File: src/rtl/core/slu_pkg.sv
package slu_pkg;

  typedef enum logic [1:0] {
    CmdClear  = 2'd0,
    CmdFirst  = 2'd1,
    CmdSecond = 2'd2
  } cmd_e;

  typedef enum logic [2:0] {
    StsCleared   = 3'd0,
    StsAdded     = 3'd1,
    StsDuplicate = 3'd2,
    StsOrder     = 3'd3,
    StsFull      = 3'd4,
    StsPhase     = 3'd5
  } status_e;

  // Commands from the controller to the datapath.
  typedef struct packed {
    logic latch;
    logic issue;
    logic finish;
  } ctrl_cmd_t;

  // Status from the datapath back to the controller.
  typedef struct packed {
    logic needs_scan;
    logic scan_last;
  } dp_sts_t;

endpackage

File: src/rtl/core/sorted_list_union.sv
// Channel  Handshake                 Ports
// -------  ------------------------  ----------------------------------------
// input    start high, busy low      command_i, item_value_i
// result   done_o strobe, one cycle  union_value_o, status_o, union_size_o
//
// Clear, first-list and rejected items, and second-list items on an empty
// union, go from transfer to result through the Eval state. A second-list item
// checked against the store goes on through Scan and Finish; the scan reads
// each union entry in turn from the store's single read port, one per cycle.
// Reset is asynchronous and active low and empties the union; no clearing pass.
// Results cannot be stalled: each appears for one cycle while busy is low.
module sorted_list_union
  import slu_pkg::*;
#(
  parameter int LIST_DEPTH = 16,
  localparam int CntW = $clog2(2 * LIST_DEPTH + 1)
) (
  input  logic               clk_i,
  input  logic               rst_ni,
  input  logic               start,
  output logic               busy,
  input  logic [1:0]         command_i,
  input  logic signed [31:0] item_value_i,
  output logic               done_o,
  output logic signed [31:0] union_value_o,
  output logic [2:0]         status_o,
  output logic [CntW-1:0]    union_size_o
);

  ctrl_cmd_t ctrl_cmd;
  dp_sts_t   dp_sts;

  slu_ctrl u_ctrl (
    .clk_i  (clk_i),
    .rst_ni (rst_ni),
    .start  (start),
    .busy   (busy),
    .sts_i  (dp_sts),
    .cmd_o  (ctrl_cmd)
  );

  slu_datapath #(
    .LIST_DEPTH (LIST_DEPTH)
  ) u_datapath (
    .clk_i         (clk_i),
    .rst_ni        (rst_ni),
    .cmd_i         (ctrl_cmd),
    .sts_o         (dp_sts),
    .command_i     (command_i),
    .item_value_i  (item_value_i),
    .done_o        (done_o),
    .union_value_o (union_value_o),
    .status_o      (status_o),
    .union_size_o  (union_size_o)
  );

endmodule

File: src/rtl/core/slu_ctrl.sv
module slu_ctrl
  import slu_pkg::*;
(
  input  logic      clk_i,
  input  logic      rst_ni,
  input  logic      start,
  output logic      busy,
  input  dp_sts_t   sts_i,
  output ctrl_cmd_t cmd_o
);

  localparam logic [1:0] StIdle   = 2'd0;
  localparam logic [1:0] StEval   = 2'd1;
  localparam logic [1:0] StScan   = 2'd2;
  localparam logic [1:0] StFinish = 2'd3;

  logic [1:0] state_q, state_d;

  always_comb begin
    state_d      = state_q;
    cmd_o.latch  = 1'b0;
    cmd_o.issue  = 1'b0;
    cmd_o.finish = 1'b0;
    unique case (state_q)
      StIdle: begin
        if (start) begin
          cmd_o.latch = 1'b1;
          state_d     = StEval;
        end
      end
      StEval: begin
        if (sts_i.needs_scan) begin
          state_d = StScan;
        end else begin
          cmd_o.finish = 1'b1;
          state_d      = StIdle;
        end
      end
      StScan: begin
        cmd_o.issue = 1'b1;
        if (sts_i.scan_last) begin
          state_d = StFinish;
        end
      end
      StFinish: begin
        cmd_o.finish = 1'b1;
        state_d      = StIdle;
      end
      default: begin
        state_d = StIdle;
      end
    endcase
  end

  always_ff @(posedge clk_i or negedge rst_ni) begin
    if (!rst_ni) begin
      state_q <= StIdle;
    end else begin
      state_q <= state_d;
    end
  end

  assign busy = (state_q != StIdle);

endmodule

File: src/rtl/core/slu_datapath.sv
module slu_datapath
  import slu_pkg::*;
#(
  parameter int LIST_DEPTH = 16,
  localparam int StoreDepth = 2 * LIST_DEPTH,
  localparam int CntW = $clog2(StoreDepth + 1),
  localparam int ListW = $clog2(LIST_DEPTH + 1),
  localparam int AddrW = $clog2(StoreDepth)
) (
  input  logic               clk_i,
  input  logic               rst_ni,
  input  ctrl_cmd_t          cmd_i,
  output dp_sts_t            sts_o,
  input  logic [1:0]         command_i,
  input  logic signed [31:0] item_value_i,
  output logic               done_o,
  output logic signed [31:0] union_value_o,
  output logic [2:0]         status_o,
  output logic [CntW-1:0]    union_size_o
);

  localparam logic [ListW-1:0] ListMax  = ListW'(LIST_DEPTH);
  localparam logic [CntW-1:0]  StoreMax = CntW'(StoreDepth);

  logic [31:0] store_mem [StoreDepth];

  logic [1:0]         cmd_q;
  logic signed [31:0] val_q;
  logic [AddrW-1:0]   addr_q;
  logic [31:0]        rd_q;
  logic               cmp_en_q;
  logic               found_q;

  logic [CntW-1:0]    union_cnt_q, union_cnt_d;
  logic [ListW-1:0]   first_cnt_q, first_cnt_d;
  logic [ListW-1:0]   second_cnt_q, second_cnt_d;
  logic signed [31:0] last_first_q, last_first_d;
  logic signed [31:0] last_second_q, last_second_d;

  logic               done_q;
  logic signed [31:0] out_val_q;
  logic [2:0]         out_sts_q;
  logic [CntW-1:0]    out_size_q;

  logic    match;
  logic    found_now;
  logic    second_ok;
  logic    store_wr;
  status_e status_d;

  assign match     = cmp_en_q && (rd_q == val_q);
  assign found_now = found_q || match;

  // A second-list item that passes the full and order checks.
  assign second_ok = (second_cnt_q != ListMax) && (union_cnt_q != StoreMax) &&
                     !((second_cnt_q != '0) && (val_q < last_second_q));

  assign sts_o.needs_scan = (cmd_q == CmdSecond) && second_ok && (union_cnt_q != '0);
  assign sts_o.scan_last  = (CntW'(addr_q) == (union_cnt_q - CntW'(1)));

  always_comb begin
    union_cnt_d   = union_cnt_q;
    first_cnt_d   = first_cnt_q;
    second_cnt_d  = second_cnt_q;
    last_first_d  = last_first_q;
    last_second_d = last_second_q;
    store_wr      = 1'b0;
    status_d      = StsPhase;
    unique case (cmd_q)
      CmdClear: begin
        union_cnt_d   = '0;
        first_cnt_d   = '0;
        second_cnt_d  = '0;
        last_first_d  = '0;
        last_second_d = '0;
        status_d      = StsCleared;
      end
      CmdFirst: begin
        if (second_cnt_q != '0) begin
          status_d = StsPhase;
        end else if ((first_cnt_q == ListMax) || (union_cnt_q == StoreMax)) begin
          status_d = StsFull;
        end else if ((first_cnt_q != '0) && (val_q < last_first_q)) begin
          status_d = StsOrder;
        end else begin
          store_wr     = 1'b1;
          union_cnt_d  = union_cnt_q + CntW'(1);
          first_cnt_d  = first_cnt_q + ListW'(1);
          last_first_d = val_q;
          status_d     = StsAdded;
        end
      end
      CmdSecond: begin
        if ((second_cnt_q == ListMax) || (union_cnt_q == StoreMax)) begin
          status_d = StsFull;
        end else if (!second_ok) begin
          status_d = StsOrder;
        end else begin
          second_cnt_d  = second_cnt_q + ListW'(1);
          last_second_d = val_q;
          if (found_now) begin
            status_d = StsDuplicate;
          end else begin
            store_wr    = 1'b1;
            union_cnt_d = union_cnt_q + CntW'(1);
            status_d    = StsAdded;
          end
        end
      end
      default: begin
        status_d = StsPhase;
      end
    endcase
  end

  // Union store: one write port, one registered read port for the scan.
  always_ff @(posedge clk_i) begin
    if (cmd_i.finish && store_wr) begin
      store_mem[union_cnt_q[AddrW-1:0]] <= val_q;
    end
    if (cmd_i.issue) begin
      rd_q <= store_mem[addr_q];
    end
  end

  always_ff @(posedge clk_i) begin
    if (cmd_i.latch) begin
      cmd_q <= command_i;
      val_q <= item_value_i;
    end
    if (cmd_i.finish) begin
      out_val_q  <= val_q;
      out_sts_q  <= status_d;
      out_size_q <= union_cnt_d;
    end
  end

  always_ff @(posedge clk_i or negedge rst_ni) begin
    if (!rst_ni) begin
      addr_q        <= '0;
      cmp_en_q      <= 1'b0;
      found_q       <= 1'b0;
      done_q        <= 1'b0;
      union_cnt_q   <= '0;
      first_cnt_q   <= '0;
      second_cnt_q  <= '0;
      last_first_q  <= '0;
      last_second_q <= '0;
    end else begin
      cmp_en_q <= cmd_i.issue;
      done_q   <= cmd_i.finish;
      if (cmd_i.latch) begin
        addr_q  <= '0;
        found_q <= 1'b0;
      end else begin
        if (cmd_i.issue) begin
          addr_q <= addr_q + AddrW'(1);
        end
        if (match) begin
          found_q <= 1'b1;
        end
      end
      if (cmd_i.finish) begin
        union_cnt_q   <= union_cnt_d;
        first_cnt_q   <= first_cnt_d;
        second_cnt_q  <= second_cnt_d;
        last_first_q  <= last_first_d;
        last_second_q <= last_second_d;
      end
    end
  end

  assign done_o        = done_q;
  assign union_value_o = out_val_q;
  assign status_o      = out_sts_q;
  assign union_size_o  = out_size_q;

endmodule

File: config.mk
export PLATFORM = sky130hd
export DESIGN_NAME = sorted_list_union
export DESIGN_NICKNAME = d
export VERILOG_FILES = /design/src/rtl/core/slu_pkg.sv /design/src/rtl/core/sorted_list_union.sv /design/src/rtl/core/slu_ctrl.sv /design/src/rtl/core/slu_datapath.sv
export SDC_FILE = /design/constraint.sdc
export NUM_CORES = 1
export LEC_CHECK = 0
export BUFFER_PORTS_ARGS = -buffer_cell sky130_fd_sc_hd__buf_2
export CORE_MARGIN = 2
export CORE_UTILIZATION = 46
export CTS_BUF_LIST = sky130_fd_sc_hd__clkbuf_16
export CTS_CLUSTER_SIZE = 40
export DETAILED_ROUTE_END_ITERATION = 10
export PLACE_DENSITY_LB_ADDON = 0.25
export SETUP_SLACK_MARGIN = 0.05
export SLEW_MARGIN = 20
export SYNTH_ARGS = -nofsm -noshare
export SYNTH_HDL_FRONTEND = slang
export SYNTH_HIERARCHICAL = 1
export SYNTH_SLANG_ARGS = --single-unit
File: constraint.sdc
create_clock -name clk_i -period 8.9 [get_ports clk_i]
set_input_delay 0.89 -clock clk_i [delete_from_list [all_inputs] [get_ports clk_i]]
set_output_delay 0.89 -clock clk_i [all_outputs]
set_load 0.01 [all_outputs]
# [Word level (Yosys, flattened, before mapping)]
# Memories as Yosys holds them, arrays and structs flattened. A register that Yosys moved wholly into a read port is not among the register bits.
# Index checks and enable logic that the tools add are counted.
[totals] register_bits=165 ramBits=1024 in_bits=37 output_inout_bits=43 elab_cells=117 mem_count=1
[classes] n_addsub=5 n_lt_le_gt_ge=2 eq_ne=19 muxes=50 reduce_logical=25
[mem_list] memory="u_datapath.store_mem" depth=32 width=32 read_ports=1 rd_ports_with_merged_regs=1 write_ports=1 line_no="slu_datapath.sv:25" text="logic [31:0] store_mem [StoreDepth];"
[ops] cell="32-bit 2-to-1 mux" n=5
[ops] cell="32-bit one-hot mux with 2 select lines" n=2
[ops] cell="32-bit less-than comparator" n=2
[ops] cell="6-bit 2-to-1 mux" n=6
[ops] cell="5-bit 2-to-1 mux" n=7
[ops] cell="32-bit == test" n=1
[ops] cell="5-bit one-hot mux with 2 select lines" n=2
[ops] cell="6-bit one-hot mux with 3 select lines" n=1
[ops] cell="5-bit by 1-bit adder with 5-bit output, second input constant" n=3
[ops] cell="1-bit 2-to-1 mux" n=14
[ops] cell="3-bit 2-to-1 mux" n=4
[ops] cell="2-bit != test, second input constant" n=6
[ops] cell="5-bit == test, second input constant" n=2
[ops] cell="2-bit 2-to-1 mux" n=5
[ops] cell="2-bit nonzero test" n=5
[ops] cell="5-bit nonzero test" n=2
[ops] cell="3-bit one-hot mux with 3 select lines" n=1
[ops] cell="1-bit logical AND" n=8
[ops] cell="2-bit one-hot mux with 4 select lines" n=1
[ops] cell="6-bit by 1-bit adder with 6-bit output, second input constant" n=1
[ops] cell="2-bit == test, second input constant" n=3
[ops] cell="5-bit by 6-bit == test with 1-bit output" n=1
[ops] cell="6-bit == test, second input constant" n=1
[ops] cell="6-bit != test, second input constant" n=1
[ops] cell="other kinds (12)" n=17

# [Logic depth before layout (Yosys ltp)]
[depth] word_depth=11 ltp_mapped=15 depth_no_buf=13

# [Hierarchy]
# The synthesis kept the hierarchy.
[modules_own_cells] mod="slu_datapath" instances=1 cells_per_inst=2325 area_each_um2=48156.2 seq_area_each_um2=36164.7
[modules_own_cells] mod="slu_ctrl" instances=1 cells_per_inst=12 area_each_um2=110.1 seq_area_each_um2=50.0

# [Least setup slack after synthesis]
# Ideal clock, no wire load.
[synth_timing] path_type="register to register" start="reg u_datapath.val_q[30]" end="mem u_datapath.store_mem[30][0], enable pin" setup_ns=0.421 arrival_ns=7.657 required_ns=8.479 path_slack_ns=0.822 path_stages_with_launch=12 path_buffers=1 cell_sequence="edfxtp_1 > ha_1 > a21oi_1 > nand2_1 > a221oi_1 > a21boi_0 > nor4_2 > nor2_1 > a21boi_0 > clkbuf_1 > nand4_1 > nor2_1"
[synth_lines] item="from (decl)" line_no="slu_datapath.sv:28" text="logic signed [31:0] val_q;"
[synth_lines] item="from (signal assigned)" line_no="slu_datapath.sv:129" text="val_q <= item_value_i;"
[synth_lines] item="to (decl)" line_no="slu_datapath.sv:25"

==> impl_metrics.env <==
export IMPL_cts_sinks=1221
export IMPL_syn_instance_count=2337
export IMPL_grt_max_degree=140
export IMPL_hpwl_um=69160
export IMPL_syn_area_per_cell_sq_um=20.65
export IMPL_r2r_slack_ps=2830
export IMPL_synth_top_area_share=0.7036
export IMPL_place_congestion=0.8930
export IMPL_totalPowerFinal_uw=15140
export IMPL_clk_latency_ps=700
export IMPL_firstDrtPassIters=5
export IMPL_overflow=0
export IMPL_critical_path_top_delay_family="simple AND/OR/NAND/NOR gates"
export IMPL_synthArstFlopShare=0.07371
export IMPL_rsz0062_at_grt="no"
export IMPL_whs_ps=182.6
export IMPL_crit_type="reg2reg"
export IMPL_critPathRequiredTime_ps=9190
export IMPL_cts_resized_gates=0
export IMPL_cts_setup_buffers=0
export IMPL_wl_per_cell_um=28.75
export IMPL_core_sq_um=103800
export IMPL_critical_path_slowest_cell="nor2_4"
export IMPL_synth_area_leaders="edfxtp_1 70%, mux4_2 15%, dfrtp_1 4.7%"
export IMPL_hold_class="in2async"
export IMPL_cp_common_cell="buf_4"
export IMPL_vdd_drop_max_uv=206.1
export IMPL_synth_fp_nets=2449
export IMPL_p_sw_uw=4248
export IMPL_max_cap_viol_count=0
export IMPL_final_layout_size_suffix_gt1_frac=0.2832
export IMPL_cts_buffers=120
export IMPL_synth_cell_types=61
export IMPL_cts_htree_levels=3
export IMPL_vias=23809
export IMPL_yosysWarnings=6
export IMPL_synth_edff_count=1131
export IMPL_cp_end_kind="register"
export IMPL_cts_buffer_depth=3
export IMPL_finalNetCount=2637
export IMPL_finalSetupViolations=0
export IMPL_root_buffer="clkbuf_16"
export IMPL_p_per_area_nw_per_um2=274.5
export IMPL_setup_tns_ps=0
export IMPL_drc_errors=0
export IMPL_cts_tree="yes"
export IMPL_status="complete, no violations"
export IMPL_netlist_top_cells_count="1131 x edfxtp_1, 320 x mux4_2, 103 x nand2_1"
export IMPL_maxClockFrequency_ghz=0.1648
export IMPL_max_stage_delay_ps=1200
export IMPL_track_usage=0.2168
export IMPL_swShare=0.2806
export IMPL_antenna_left=0
export IMPL_hold_viol_final=0
export IMPL_ys_seq_elements=1221
export IMPL_port_buffers=79
export IMPL_cp_arrival_ps=6360
export IMPL_drt_wl_total_um=115300
export IMPL_finish_utilization=0.5315
export IMPL_critPathLaunchType="register"
export IMPL_syn_area_sq_um=48270
export IMPL_hold_buffers=0
export IMPL_ys_flop_type="edfxtp_1"
export IMPL_clock_skew_ps=39.25
export IMPL_crit_buf_inv=2
export IMPL_finalCriticalPeriod_ps=6069
export IMPL_yosysMostFrequentCell="edfxtp_1"
export IMPL_initial_core_util=0.4650
export IMPL_period_share=0.6819
export IMPL_grt_pass1_vias=24531
export IMPL_slew_headroom=0.2541
export IMPL_r2r_start="u_datapath/val_q[21]"
export IMPL_p_leak_uw=0.01753
export IMPL_viasPerCell=5.936
export IMPL_die_y_um=327.9
export IMPL_worstPathMaxFanout=52
export IMPL_io_pins=80
export IMPL_synth_largest_area_cell="edfxtp_1"
export IMPL_grt_antenna_before_repair=9
export IMPL_grt_pass1_wl_um=168400
export IMPL_path_clk_slew_ps=60
export IMPL_drv_slew=0
export IMPL_crit_chain="buf_4, ha_1, a21oi_1, o21ai_0, a221oi_1, a21boi_0, nor4_2, nor2_1, a21boi_4, buf_4, nand4_1, nor2_4"
export IMPL_synth_seq_area_share=0.7503
export IMPL_r2r_end="u_datapath/store_mem[6][31]"
export IMPL_area_growth_pct=14.29
export IMPL_die_x_um=327.9
export IMPL_first_iter_violations=2574
export IMPL_die_area_sq_um=107500
export IMPL_p_comb_frac=0.219
export IMPL_tightest_slew_ps=1115
export IMPL_num_rows=118
export IMPL_r2r_cells=12
export IMPL_seqPwrFrac=0.466
export IMPL_diodes=0
export IMPL_p_int_uw=10890
export IMPL_clkPwrFrac=0.316
==> final cells by class <==
type / instances / area (sq um)
clock buffers: 121 / 3028
clock inverters: 107 / 705.7
fillers: 7954 / 48630
inverters: 81 / 304.0
multi-input cells: 922 / 11580
flip-flops and latches: 1221 / 36230
well taps: 1380 / 1727
repair buffers: 179 / 1585
==> layer usage <==
layer  wire length (um)  share of wire  track usage
met3               8636          0.075      0.03979
met1              46530           0.40       0.2994
met2              56840           0.49       0.3536
met5                  8       0.000069            0
met4               3280          0.028      0.06651
==> flip-flops by register name, indices dropped and copies added, names as in the netlist, named ones only <==
name	flops
u_datapath/val_q	32
u_ctrl/state_q	1
u_datapath/done_o	1
u_datapath/status_o	3
u_datapath/addr_q	5
u_datapath/first_cnt_q	5
u_datapath/last_second_q	32
u_datapath/rd_q	32
u_datapath/union_value_o	32
u_datapath/found_q	1
u_datapath/second_cnt_q	5
u_datapath/last_first_q	32
u_datapath/store_mem	1024
u_datapath/cmp_en_q	1
u_datapath/union_cnt_q	6
u_datapath/cmd_q	2
u_datapath/union_size_o	6
==> how the worst max path moves through the flow <==
stage | from | to | slack (ps) | cells past startpoint
6_report | u_datapath/val_q[21] | u_datapath/store_mem[6][31] | 2830 | 12
5_1_grt | u_datapath/val_q[21] | u_datapath/store_mem[6][26] | 2350 | 12
4_1_cts | u_datapath/val_q[21] | u_datapath/store_mem[6][21] | 2750 | 12
3_5_place_dp | u_datapath/val_q[21] | u_datapath/store_mem[10][4] | 2770 | 12
3_3_place_gp | u_datapath/val_q[21] | u_datapath/store_mem[10][4] | 2900 | 12
2_1_floorplan | u_datapath/val_q[30] | u_datapath/store_mem[30][0] | 820 | 11
==> kinds of logic (layout without fill, tap and decap cells) <==
group / count (synthesis) / after routing / share of synthesized area
AND/OR/NAND/NOR: 283 / 283 / 0.02763
flip-flops: 1221 / 1221 / 0.7503
XOR/XNOR: 46 / 46 / 0.008347
buffers and inverters: 194 / 488 / 0.01545
AO/OA/AOI/OAI: 163 / 163 / 0.02141
multiplexers: 355 / 355 / 0.1574
adder cells (fa/ha/maj): 75 / 75 / 0.01944
==> metrics by stage <==
step / instance area, sq um / setup slack (ps) / std cells
6_report: 55160 / 2831 / 4011
5_1_grt: 55160 / 2353 / 4011
4_1_cts: 55000 / 2752 / 4005
3_5_place_dp: 51260 / 2774 / 3777
3_3_place_gp: 50830 / 2897 / 3760
2_1_floorplan: 48270 / 821.5 / 2337
==> power by group through the flow <==
| stage | sequential [uW] | combinational (uW) | clock [uW] |
|---|---|---|---|
| floorplan | 7230 | 2120 | 0 |
| global placement | 7160 | 3290 | 0 |
| detailed placement | 7170 | 3340 | 0 |
| CTS | 7060 | 3350 | 4870 |
| global route | 7080 | 3580 | 5080 |
| finish | 7050 | 3310 | 4780 |
==> cells in the final DEF (no fill, tap or decap), types with 24 or more instances in the layout <==
cell type	netlist	routed
xnor2_1	36	36
clkinv_2	0	24
o31ai_1	34	34
nor2_4	0	34
o21ai_0	50	50
mux4_2	320	320
buf_2	9	78
dfrtp_1	90	85
nand2_1	103	103
mux2_2	32	32
inv_1	81	116
clkinv_1	0	30
ha_1	75	75
buf_4	1	76
clkbuf_16	0	121
a21oi_1	37	37
nand3_1	56	55
edfxtp_1	1131	1131
No activity file was read; power rests on OpenSTA's default activity.
